`config.mk`:
```
export PLATFORM = sky130hd
export DESIGN_NAME = ordered_array_list_engine
export DESIGN_NICKNAME = d
export VERILOG_FILES = /design/src/hdl/oal_pkg.sv /design/src/hdl/oal_ram.sv /design/src/hdl/ordered_array_list_engine.sv
export VERILOG_INCLUDE_DIRS = /design/src /design/src/hdl
export SDC_FILE = /design/constraint.sdc
export NUM_CORES = 1
export LEC_CHECK = 0
export ABC_AREA = 1
export BUFFER_PORTS_ARGS = -buffer_cell sky130_fd_sc_hd__buf_2
export CAP_MARGIN = 30
export CORE_AREA = 2 2 371 373
export DETAILED_ROUTE_END_ITERATION = 10
export DIE_AREA = 0 0 373 375
export GPL_ROUTABILITY_DRIVEN = 1
export PLACE_DENSITY = 0.5
export REMOVE_ABC_BUFFERS = 1
export SYNTH_ARGS = -nofsm -noshare
export SYNTH_HDL_FRONTEND = slang
export SYNTH_SLANG_ARGS = --single-unit
```
`constraint.sdc`:
```
create_clock -name clock -period 13.8 [get_ports clock]
set_clock_uncertainty 0.2 [all_clocks]
set_input_delay 0.69 -clock clock [delete_from_list [all_inputs] [get_ports clock]]
set_output_delay 0.69 -clock clock [all_outputs]
set_load 0.05 [all_outputs]
```
`src/hdl/assert_macros.svh`:
```
// assertion macros shared by the array list engine rtl
// no dependencies; included by files that carry concurrent checks
`ifndef ASSERT_MACROS_SVH
`define ASSERT_MACROS_SVH

// same-cycle implication, checks off while reset is high
`define ASSERT_IMPLY(label, clk, rst, ante, cons) \
   label: assert property (@(posedge clk) disable iff (rst) (ante) |-> (cons)) \
      else $error("assertion failed");

// next-cycle implication, checks off while reset is high
`define ASSERT_NEXT(label, clk, rst, ante, cons) \
   label: assert property (@(posedge clk) disable iff (rst) (ante) |=> (cons)) \
      else $error("assertion failed");

`endif

```
`src/hdl/oal_pkg.sv`:
```
// shared constants, codes and record type of the ordered array list engine
// no dependencies; used by the top level and its checks
package oal_pkg;

   localparam int CAPACITY  = 16;
   localparam int KEY_BITS  = 64;
   localparam int DATA_W    = 32;
   localparam int IDX_W     = $clog2(CAPACITY);
   localparam int CNT_W     = $clog2(CAPACITY + 1);
   localparam int ACT_W     = 3;
   localparam int ST_W      = 2;
   localparam int POS_W     = 4;
   localparam int OUT_IDX_W = 4;
   localparam int OUT_CNT_W = 5;
   localparam int CMP_W     = (CNT_W > POS_W) ? CNT_W : POS_W;

   localparam logic [CNT_W-1:0] FULL_COUNT = CNT_W'(CAPACITY);

   typedef enum logic [ACT_W-1:0] {
      ACT_APPEND     = 3'd0,
      ACT_PUSH_FRONT = 3'd1,
      ACT_INSERT_AT  = 3'd2,
      ACT_REMOVE_AT  = 3'd3,
      ACT_REMOVE_KEY = 3'd4,
      ACT_UPDATE_KEY = 3'd5,
      ACT_FIND       = 3'd6
   } action_type;

   typedef enum logic [ST_W-1:0] {
      ST_OK      = 2'd0,
      ST_FULL    = 2'd1,
      ST_RANGE   = 2'd2,
      ST_MISSING = 2'd3
   } status_type;

   typedef struct packed {
      logic [KEY_BITS-1:0] key;
      logic [DATA_W-1:0]   size;
      logic [DATA_W-1:0]   date;
   } rec_type;

   localparam int REC_W = $bits(rec_type);

endpackage

```
`src/hdl/oal_ram.sv`:
```
// generic simple dual-port ram, one write and one registered read port
// no dependencies; holds the record array of the list engine
module oal_ram #(
   parameter int WIDTH = 8,
   parameter int DEPTH = 16
) (
   input  logic                     clock,
   input  logic                     wr_en,
   input  logic [$clog2(DEPTH)-1:0] wr_addr,
   input  logic [WIDTH-1:0]         wr_data,
   input  logic                     rd_en,
   input  logic [$clog2(DEPTH)-1:0] rd_addr,
   output logic [WIDTH-1:0]         rd_data
);

   logic [WIDTH-1:0] mem_ff [DEPTH];
   logic [WIDTH-1:0] rd_data_ff;

   always_ff @(posedge clock) begin
      if (wr_en) begin
         mem_ff[wr_addr] <= wr_data;
      end
      if (rd_en) begin
         rd_data_ff <= mem_ff[rd_addr];
      end
   end

   assign rd_data = rd_data_ff;

endmodule

```
`src/hdl/ordered_array_list_engine.sv`:
```
// append, errors, empty search and unused codes answer straight from idle; insert before p
// (front is p = 0) shifts entries p..count-1 up, remove at p shifts the entries behind p down
// (none for the last entry), find or update scan from entry 0 to a hit or the tail, remove key scans then shifts.
// one item at a time, the next accepted in the result cycle; one ram entry moves per cycle.
// synchronous reset clears count and control, not the record ram; the receiver cannot stall.
// depends on oal_pkg, oal_ram and assert_macros.svh
`include "assert_macros.svh"

module ordered_array_list_engine (
   input  logic        clock,
   input  logic        reset,
   input  logic        start,
   output logic        busy,
   input  logic [2:0]  req_action,
   input  logic [3:0]  req_position,
   input  logic [63:0] req_record_key,
   input  logic [63:0] req_match_key,
   input  logic [31:0] req_record_size,
   input  logic [31:0] req_record_date,
   output logic        rsp_strobe,
   output logic [1:0]  rsp_status,
   output logic [3:0]  rsp_found_index,
   output logic [4:0]  rsp_entry_count
);

   localparam int IW = oal_pkg::IDX_W;
   localparam int CW = oal_pkg::CNT_W;
   localparam int KW = oal_pkg::KEY_BITS;
   localparam int PW = oal_pkg::CMP_W;
   localparam int OI = oal_pkg::OUT_IDX_W;
   localparam int OC = oal_pkg::OUT_CNT_W;

   typedef enum logic [3:0] {
      S_IDLE     = 4'b0001,
      S_SEARCH   = 4'b0010,
      S_SHIFT_UP = 4'b0100,
      S_SHIFT_DN = 4'b1000
   } state_type;

   state_type              state_ff, state_in;
   logic [CW-1:0]          count_ff, count_in;
   oal_pkg::action_type    act_ff, act_in;
   logic [IW-1:0]          pos_ff, pos_in;
   oal_pkg::rec_type       rec_ff, rec_in;
   logic [KW-1:0]          skey_ff, skey_in;
   logic [CW-1:0]          rd_ptr_ff, rd_ptr_in;
   logic                   iss_ff, iss_in;
   logic                   dvld_ff, dvld_in;
   logic [IW-1:0]          daddr_ff, daddr_in;
   logic                   rsp_valid_ff, rsp_valid_in;
   oal_pkg::status_type    rsp_status_ff, rsp_status_in;
   logic [OI-1:0]          rsp_idx_ff, rsp_idx_in;
   logic [OC-1:0]          rsp_cnt_ff, rsp_cnt_in;

   logic                   ram_wr_en;
   logic [IW-1:0]          ram_wr_addr;
   oal_pkg::rec_type       ram_wr_rec;
   logic                   ram_rd_en;
   logic [IW-1:0]          ram_rd_addr;
   logic [oal_pkg::REC_W-1:0] ram_rd_raw;
   oal_pkg::rec_type       ram_rd_rec;

   oal_pkg::action_type    act;
   oal_pkg::rec_type       req_rec;
   logic                   is_full;
   logic                   pos_ok;
   logic [CW-1:0]          cnt_inc;
   logic [CW-1:0]          cnt_dec;
   logic [CW-1:0]          ptr_inc;
   logic [CW-1:0]          rm_start;
   logic                   take_append;
   logic                   full_reply;

   oal_ram #(
      .WIDTH (oal_pkg::REC_W),
      .DEPTH (oal_pkg::CAPACITY)
   ) u_store (
      .clock   (clock),
      .wr_en   (ram_wr_en),
      .wr_addr (ram_wr_addr),
      .wr_data (ram_wr_rec),
      .rd_en   (ram_rd_en),
      .rd_addr (ram_rd_addr),
      .rd_data (ram_rd_raw)
   );

   assign ram_rd_rec = oal_pkg::rec_type'(ram_rd_raw);

   assign act          = oal_pkg::action_type'(req_action);
   assign req_rec.key  = req_record_key[KW-1:0];
   assign req_rec.size = req_record_size;
   assign req_rec.date = req_record_date;
   assign is_full      = (count_ff == oal_pkg::FULL_COUNT);
   assign pos_ok       = (PW'(req_position) < PW'(count_ff));
   assign cnt_inc      = count_ff + 1'b1;
   assign cnt_dec      = count_ff - 1'b1;
   assign ptr_inc      = rd_ptr_ff + 1'b1;
   assign rm_start     = CW'(req_position) + 1'b1;

   always_comb begin
      state_in      = state_ff;
      count_in      = count_ff;
      act_in        = act_ff;
      pos_in        = pos_ff;
      rec_in        = rec_ff;
      skey_in       = skey_ff;
      rd_ptr_in     = rd_ptr_ff;
      iss_in        = iss_ff;
      dvld_in       = 1'b0;
      daddr_in      = rd_ptr_ff[IW-1:0];
      rsp_valid_in  = 1'b0;
      rsp_status_in = rsp_status_ff;
      rsp_idx_in    = rsp_idx_ff;
      rsp_cnt_in    = rsp_cnt_ff;
      ram_wr_en     = 1'b0;
      ram_wr_addr   = pos_ff;
      ram_wr_rec    = rec_ff;
      ram_rd_en     = 1'b0;
      ram_rd_addr   = rd_ptr_ff[IW-1:0];

      case (state_ff)
         S_IDLE: begin
            iss_in = 1'b0;
            if (start) begin
               act_in  = act;
               rec_in  = req_rec;
               skey_in = (act == oal_pkg::ACT_UPDATE_KEY) ? req_match_key[KW-1:0]
                                                          : req_record_key[KW-1:0];
               // answer of an item that ends here; overridden below where it does not
               rsp_valid_in  = 1'b1;
               rsp_status_in = oal_pkg::ST_OK;
               rsp_idx_in    = '0;
               rsp_cnt_in    = OC'(count_ff);
               case (act)
                  oal_pkg::ACT_APPEND: begin
                     if (is_full) begin
                        rsp_status_in = oal_pkg::ST_FULL;
                     end else begin
                        ram_wr_en   = 1'b1;
                        ram_wr_addr = count_ff[IW-1:0];
                        ram_wr_rec  = req_rec;
                        count_in    = cnt_inc;
                        rsp_idx_in  = OI'(count_ff);
                        rsp_cnt_in  = OC'(cnt_inc);
                     end
                  end
                  oal_pkg::ACT_PUSH_FRONT, oal_pkg::ACT_INSERT_AT: begin
                     if (is_full) begin
                        rsp_status_in = oal_pkg::ST_FULL;
                     end else if (act == oal_pkg::ACT_INSERT_AT && !pos_ok) begin
                        rsp_status_in = oal_pkg::ST_RANGE;
                     end else if (count_ff == '0) begin
                        // front insert into an empty list needs no shift
                        ram_wr_en   = 1'b1;
                        ram_wr_addr = '0;
                        ram_wr_rec  = req_rec;
                        count_in    = cnt_inc;
                        rsp_cnt_in  = OC'(cnt_inc);
                     end else begin
                        rsp_valid_in = 1'b0;
                        pos_in       = (act == oal_pkg::ACT_PUSH_FRONT) ? '0
                                                                        : IW'(req_position);
                        rd_ptr_in    = cnt_dec;
                        iss_in       = 1'b1;
                        state_in     = S_SHIFT_UP;
                     end
                  end
                  oal_pkg::ACT_REMOVE_AT: begin
                     if (!pos_ok) begin
                        rsp_status_in = oal_pkg::ST_RANGE;
                     end else begin
                        rsp_valid_in = 1'b0;
                        pos_in       = IW'(req_position);
                        rd_ptr_in    = rm_start;
                        iss_in       = (rm_start < count_ff);
                        state_in     = S_SHIFT_DN;
                     end
                  end
                  oal_pkg::ACT_REMOVE_KEY, oal_pkg::ACT_UPDATE_KEY, oal_pkg::ACT_FIND: begin
                     if (count_ff == '0) begin
                        rsp_status_in = oal_pkg::ST_MISSING;
                     end else begin
                        rsp_valid_in = 1'b0;
                        rd_ptr_in    = '0;
                        iss_in       = 1'b1;
                        state_in     = S_SEARCH;
                     end
                  end
                  default: begin
                  end
               endcase
            end
         end

         S_SHIFT_UP: begin
            // read entry j, write it to j+1 in the next cycle, walking down to the hole
            if (iss_ff) begin
               ram_rd_en = 1'b1;
               if (rd_ptr_ff[IW-1:0] == pos_ff) begin
                  iss_in = 1'b0;
               end else begin
                  rd_ptr_in = rd_ptr_ff - 1'b1;
               end
            end
            dvld_in = iss_ff;
            if (dvld_ff) begin
               ram_wr_en   = 1'b1;
               ram_wr_addr = daddr_ff + 1'b1;
               ram_wr_rec  = ram_rd_rec;
            end else if (!iss_ff) begin
               ram_wr_en     = 1'b1;
               ram_wr_addr   = pos_ff;
               ram_wr_rec    = rec_ff;
               count_in      = cnt_inc;
               rsp_valid_in  = 1'b1;
               rsp_status_in = oal_pkg::ST_OK;
               rsp_idx_in    = OI'(pos_ff);
               rsp_cnt_in    = OC'(cnt_inc);
               state_in      = S_IDLE;
            end
         end

         S_SHIFT_DN: begin
            // read entry j, write it to j-1 in the next cycle, walking up to the tail
            if (iss_ff) begin
               ram_rd_en = 1'b1;
               rd_ptr_in = ptr_inc;
               iss_in    = (ptr_inc < count_ff);
            end
            dvld_in = iss_ff;
            if (dvld_ff) begin
               ram_wr_en   = 1'b1;
               ram_wr_addr = daddr_ff - 1'b1;
               ram_wr_rec  = ram_rd_rec;
            end else if (!iss_ff) begin
               count_in      = cnt_dec;
               rsp_valid_in  = 1'b1;
               rsp_status_in = oal_pkg::ST_OK;
               rsp_idx_in    = OI'(pos_ff);
               rsp_cnt_in    = OC'(cnt_dec);
               state_in      = S_IDLE;
            end
         end

         S_SEARCH: begin
            if (iss_ff) begin
               ram_rd_en = 1'b1;
               rd_ptr_in = ptr_inc;
               iss_in    = (ptr_inc < count_ff);
            end
            dvld_in = iss_ff;
            if (dvld_ff) begin
               if (ram_rd_rec.key == skey_ff) begin
                  iss_in  = 1'b0;
                  dvld_in = 1'b0;
                  case (act_ff)
                     oal_pkg::ACT_REMOVE_KEY: begin
                        // restart the read pointer just past the hit
                        pos_in    = daddr_ff;
                        rd_ptr_in = CW'(daddr_ff) + 1'b1;
                        iss_in    = ((CW'(daddr_ff) + 1'b1) < count_ff);
                        state_in  = S_SHIFT_DN;
                     end
                     oal_pkg::ACT_UPDATE_KEY: begin
                        ram_wr_en     = 1'b1;
                        ram_wr_addr   = daddr_ff;
                        ram_wr_rec    = rec_ff;
                        rsp_valid_in  = 1'b1;
                        rsp_status_in = oal_pkg::ST_OK;
                        rsp_idx_in    = OI'(daddr_ff);
                        rsp_cnt_in    = OC'(count_ff);
                        state_in      = S_IDLE;
                     end
                     default: begin
                        rsp_valid_in  = 1'b1;
                        rsp_status_in = oal_pkg::ST_OK;
                        rsp_idx_in    = OI'(daddr_ff);
                        rsp_cnt_in    = OC'(count_ff);
                        state_in      = S_IDLE;
                     end
                  endcase
               end else if (!iss_ff) begin
                  rsp_valid_in  = 1'b1;
                  rsp_status_in = oal_pkg::ST_MISSING;
                  rsp_idx_in    = '0;
                  rsp_cnt_in    = OC'(count_ff);
                  state_in      = S_IDLE;
               end
            end
         end

         default: begin
            state_in = S_IDLE;
            iss_in   = 1'b0;
         end
      endcase
   end

   always_ff @(posedge clock) begin
      if (reset) begin
         state_ff     <= S_IDLE;
         count_ff     <= '0;
         iss_ff       <= 1'b0;
         dvld_ff      <= 1'b0;
         rsp_valid_ff <= 1'b0;
      end else begin
         state_ff     <= state_in;
         count_ff     <= count_in;
         iss_ff       <= iss_in;
         dvld_ff      <= dvld_in;
         rsp_valid_ff <= rsp_valid_in;
      end
   end

   always_ff @(posedge clock) begin
      act_ff        <= act_in;
      pos_ff        <= pos_in;
      rec_ff        <= rec_in;
      skey_ff       <= skey_in;
      rd_ptr_ff     <= rd_ptr_in;
      daddr_ff      <= daddr_in;
      rsp_status_ff <= rsp_status_in;
      rsp_idx_ff    <= rsp_idx_in;
      rsp_cnt_ff    <= rsp_cnt_in;
   end

   assign busy            = (state_ff != S_IDLE);
   assign rsp_strobe      = rsp_valid_ff;
   assign rsp_status      = rsp_status_ff;
   assign rsp_found_index = rsp_idx_ff;
   assign rsp_entry_count = rsp_cnt_ff;

   assign take_append = start && !busy && (act == oal_pkg::ACT_APPEND);
   assign full_reply  = rsp_strobe && (rsp_status_ff == oal_pkg::ST_FULL);

   `ASSERT_NEXT(a_append_one_cycle, clock, reset, take_append, rsp_strobe)
   `ASSERT_IMPLY(a_strobe_when_idle, clock, reset, rsp_strobe, !busy)
   `ASSERT_IMPLY(a_full_means_full, clock, reset, full_reply, is_full)
   `ASSERT_IMPLY(a_no_rw_overlap, clock, reset, ram_wr_en && ram_rd_en, ram_wr_addr != ram_rd_addr)

endmodule
```
==> impl_metrics.ini <==
[outcome]
run_status = completed

[global_routing]
grtUsageTotal = 0.225
overflow = 0
antenna_found_initial = 6
grt_max_degree = 201
grt_pass1_vias = 33700
grt_pass1_wl_um = 232000

[placement]
hpwlAfterDp_um = 82600
io_buffers = 150
place_ws_ps = 8010
placed_cell_area_um2 = 55800
gp_congestion = 0.847

[synth]
synth_top_family_by_area = compound AO/OA/AOI/OAI gates
yosys_register_bits = 1255
syn_inst = 4250
ys_seq_area_frac = 0.712
async_flop_share = 0
synth.distinct_cells = 53
synth_simple_gate_area_share = 0.0859
synthAdderAreaFrac = 0.00570
synth-edff-count = 1239
synth_compound_area_frac = 0.130
ys_warn_count = 0
synth.avg_cell_area_um2 = 12.4
synth_area_leaders = edfxtp_1 (71%), o21ai_0 (6.5%), nor2_1 (4.9%)
synthXorXnorAreaFrac = 0.0101
yosysTopAreaCellShare = 0.706
synth_ff_type = edfxtp_1
muxShareOfSynthArea = 0.0239
synth_top_area_cell = edfxtp_1
synth_area_um2 = 52700

[cts]
cts_tree = yes
cts_setup_buffers = 0
cts_root_buf = clkbuf_16
cts.clk_slew.worst_paths_ps = 60
clock_path_buffers = 3
clock_sinks = 1255
cts_buffers = 139
cts_htree_levels = 4
clkLatencyLatePin_ps = 750

[cells_and_area]
fin_area_um2 = 61100
drive_gt1_frac = 0.130
syn_to_final_growth_pct = 15.9
finalNetCount = 4705
diodes = 0
n_fill_cell = 12300
final_util = 0.448

[worst_setup_path]
path_buf_inv = 4
worst_setup_path_end_kind = flop
start_kind = flop
worst_path_most_repeated_cell = nand2_1
worstPathRequired_ps = 13960
cp_slowest_cell = buf_4
path_class = reg2reg
cpPeakStageDelay_ps = 700
cp_cell_sequence = clkinv_2 -> ha_1 -> nand2_1 -> inv_1 -> o21ai_1 -> nand3_2 -> nand2_2 -> nand2_1 -> nand2_4 -> nand2_8 -> nand2_1 -> nand2_1 -> a21oi_2 -> nand2_1 -> nand2_1 -> nand2_1 -> nor2_4 -> buf_4 -> buf_4
cp_top_family = simple AND/OR/NAND/NOR gates
cp_data_arrival_time_ps = 5910
worst-path-max-fanout = 54

[pwr]
p_leak_nw = 20.9
internal_power_mw = 8.57
swShare = 0.364
vdd_drop_max_mv = 0.232
powerDensity_nw_per_um2 = 221
p_switching_mw = 4.91
clockPowerShare = 0.267
pwr-share-seq = 0.397
pwr-share-comb = 0.336

[timing]
fin_crit_ps = 5750
post-route-period-util = 0.416
rsz0062_at_grt = no
setup_slack_ps = 8050
slew_violations = 0
tightest_slew_ps = 1090
fmax_ghz = 0.174
fin_setup_tns_ps = 0
maxSlewHeadroom = 0.267
hold_viol = 0
whs_ps = 50.5
setup_viol = 0

[route]
drc = 0
vias = 35100
ant_nets = 0
wl_um = 160000
drt_pass1_iterations = 5
post_drt_via_cell_ratio = 5.51
drt_iter0_markers = 3369
drt-wirelength-per-cell_um = 25.1

[die]
start_util = 0.386
pin_count = 215
core_area_um2 = 136000
chipHeight_um = 375
die_w_um = 373
die_area_um2 = 140000
rows = 136

[run]
maxCapViolCount = 0

[min_path]
hold_path.class = in2reg
-- cell usage in the layout (no fill, tap or decap), types with 25 or more instances in the layout --
| master | n |
|---|---|
| edfxtp_1 | 1239 |
| o21ai_0 | 681 |
| nor2_1 | 664 |
| nand2_1 | 352 |
| o22ai_1 | 319 |
| buf_2 | 150 |
| clkbuf_16 | 147 |
| inv_1 | 133 |
| a21oi_1 | 125 |
| buf_4 | 119 |
| dlygate4sd3_1 | 86 |
| mux2i_1 | 72 |
| xnor2_1 | 50 |
| mux2_2 | 48 |
| nand3_1 | 37 |
| o221ai_1 | 37 |
| clkinv_1 | 32 |
| clkinv_2 | 25 |
-- power groups by stage --
stage	logic [mW]	registers, mW	clock network, mW
after floorplan	2.55	5.72	0
after global placement	4.31	5.46	0
after detailed placement	4.50	5.43	0
after CTS	4.53	5.35	3.67
after global routing	4.99	5.38	3.81
final	4.53	5.35	3.61
-- synthesized netlist by cell type (all sizes together), types with 8 or more instances --
master	number
a21oi	128
a22oi	18
buf	38
clkbuf	235
dfxtp	16
edfxtp	1239
ha	24
inv	154
mux2	48
mux2i	72
nand2	367
nand3	42
nand4	16
nor2	693
nor3	8
o211ai	21
o21ai	685
o221ai	37
o22ai	319
xnor2	50
xor2	11
-- sequential cells by signal, summed over array words and instances (netlist names), 5 cells and up --
signal           flops
rec_ff              64
rsp_entry_count      5
skey_ff             64
count_ff             5
rd_ptr_ff            5
u_store.mem_ff    1024
u_store.rd_data     64
-- timing repair --
item,CTS,global route
setup endpoints to repair,0,0
hold endpoints to repair,90,0
hold buffers,86,0
gates resized for setup,0,0
-- cell type report --
type / count / area (um^2) / area share
Clock inverter: 71 / 571 / 0.00935
Multi-Input combinational cell: 2565 / 13600 / 0.223
Sequential cell: 1255 / 37500 / 0.615
Timing Repair Buffer: 361 / 2630 / 0.0430
Clock buffer: 175 / 3820 / 0.0626
Inverter: 157 / 622 / 0.0102
Tap cell: 1794 / 2240 / 0.0368
-- worst reg2reg max path: stages (launching register included) --
cell	delay [ps]
dfxtp_1	570
clkinv_2	290
ha_1	360
nand2_1	60
inv_1	30
o21ai_1	130
nand3_2	170
nand2_2	160
nand2_1	110
nand2_4	170
nand2_8	400
nand2_1	210
nand2_1	80
a21oi_2	150
nand2_1	70
nand2_1	90
nand2_1	250
nor2_4	590
buf_4	530
buf_4	710
-- per-stage QoR --
step | instances | total power, mW
6_report | 6378 | 13.5
4_1_cts | 6375 | 13.6
3_5_place_dp | 6043 | 9.93
2_1_floorplan | 3977 | 8.27
3_3_place_gp | 5991 | 9.77
5_1_grt | 6378 | 14.2
-- kinds of logic (layout without fill, tap and decap cells) --
family	count (synthesis)	count (layout)
AOI/OAI and AO/OA	1229	1229
xor gates and xnor gates	61	61
adders and majority gates	24	24
buffers and inverters	430	764
DFF	1255	1255
muxes	120	120
and+or+nand+nor	1131	1131
-- routing by layer --
metal / share of wire / global-route usage / vias to the layer above
met2: 0.47 / 0.367 / 1125
met4: 0.020 / 0.0576 / 0
met3: 0.060 / 0.0333 / 211
li1: - / - / 16100
met5: 0 / 0 / -
met1: 0.45 / 0.315 / 17700
-- final timing paths --
check,slack (ps),depth (start not counted),from,endpoint
setup / recovery,8050,19,count_ff[2],u_store.mem_ff[0][107]
hold / removal,50,2,req_match_key[24],skey_ff[24]
setup reg to reg,8050,19,count_ff[2],u_store.mem_ff[0][107]
hold reg to reg,400,2,state_ff[0],state_ff[0]
Note: power is estimated with default switching activity, not from simulation.
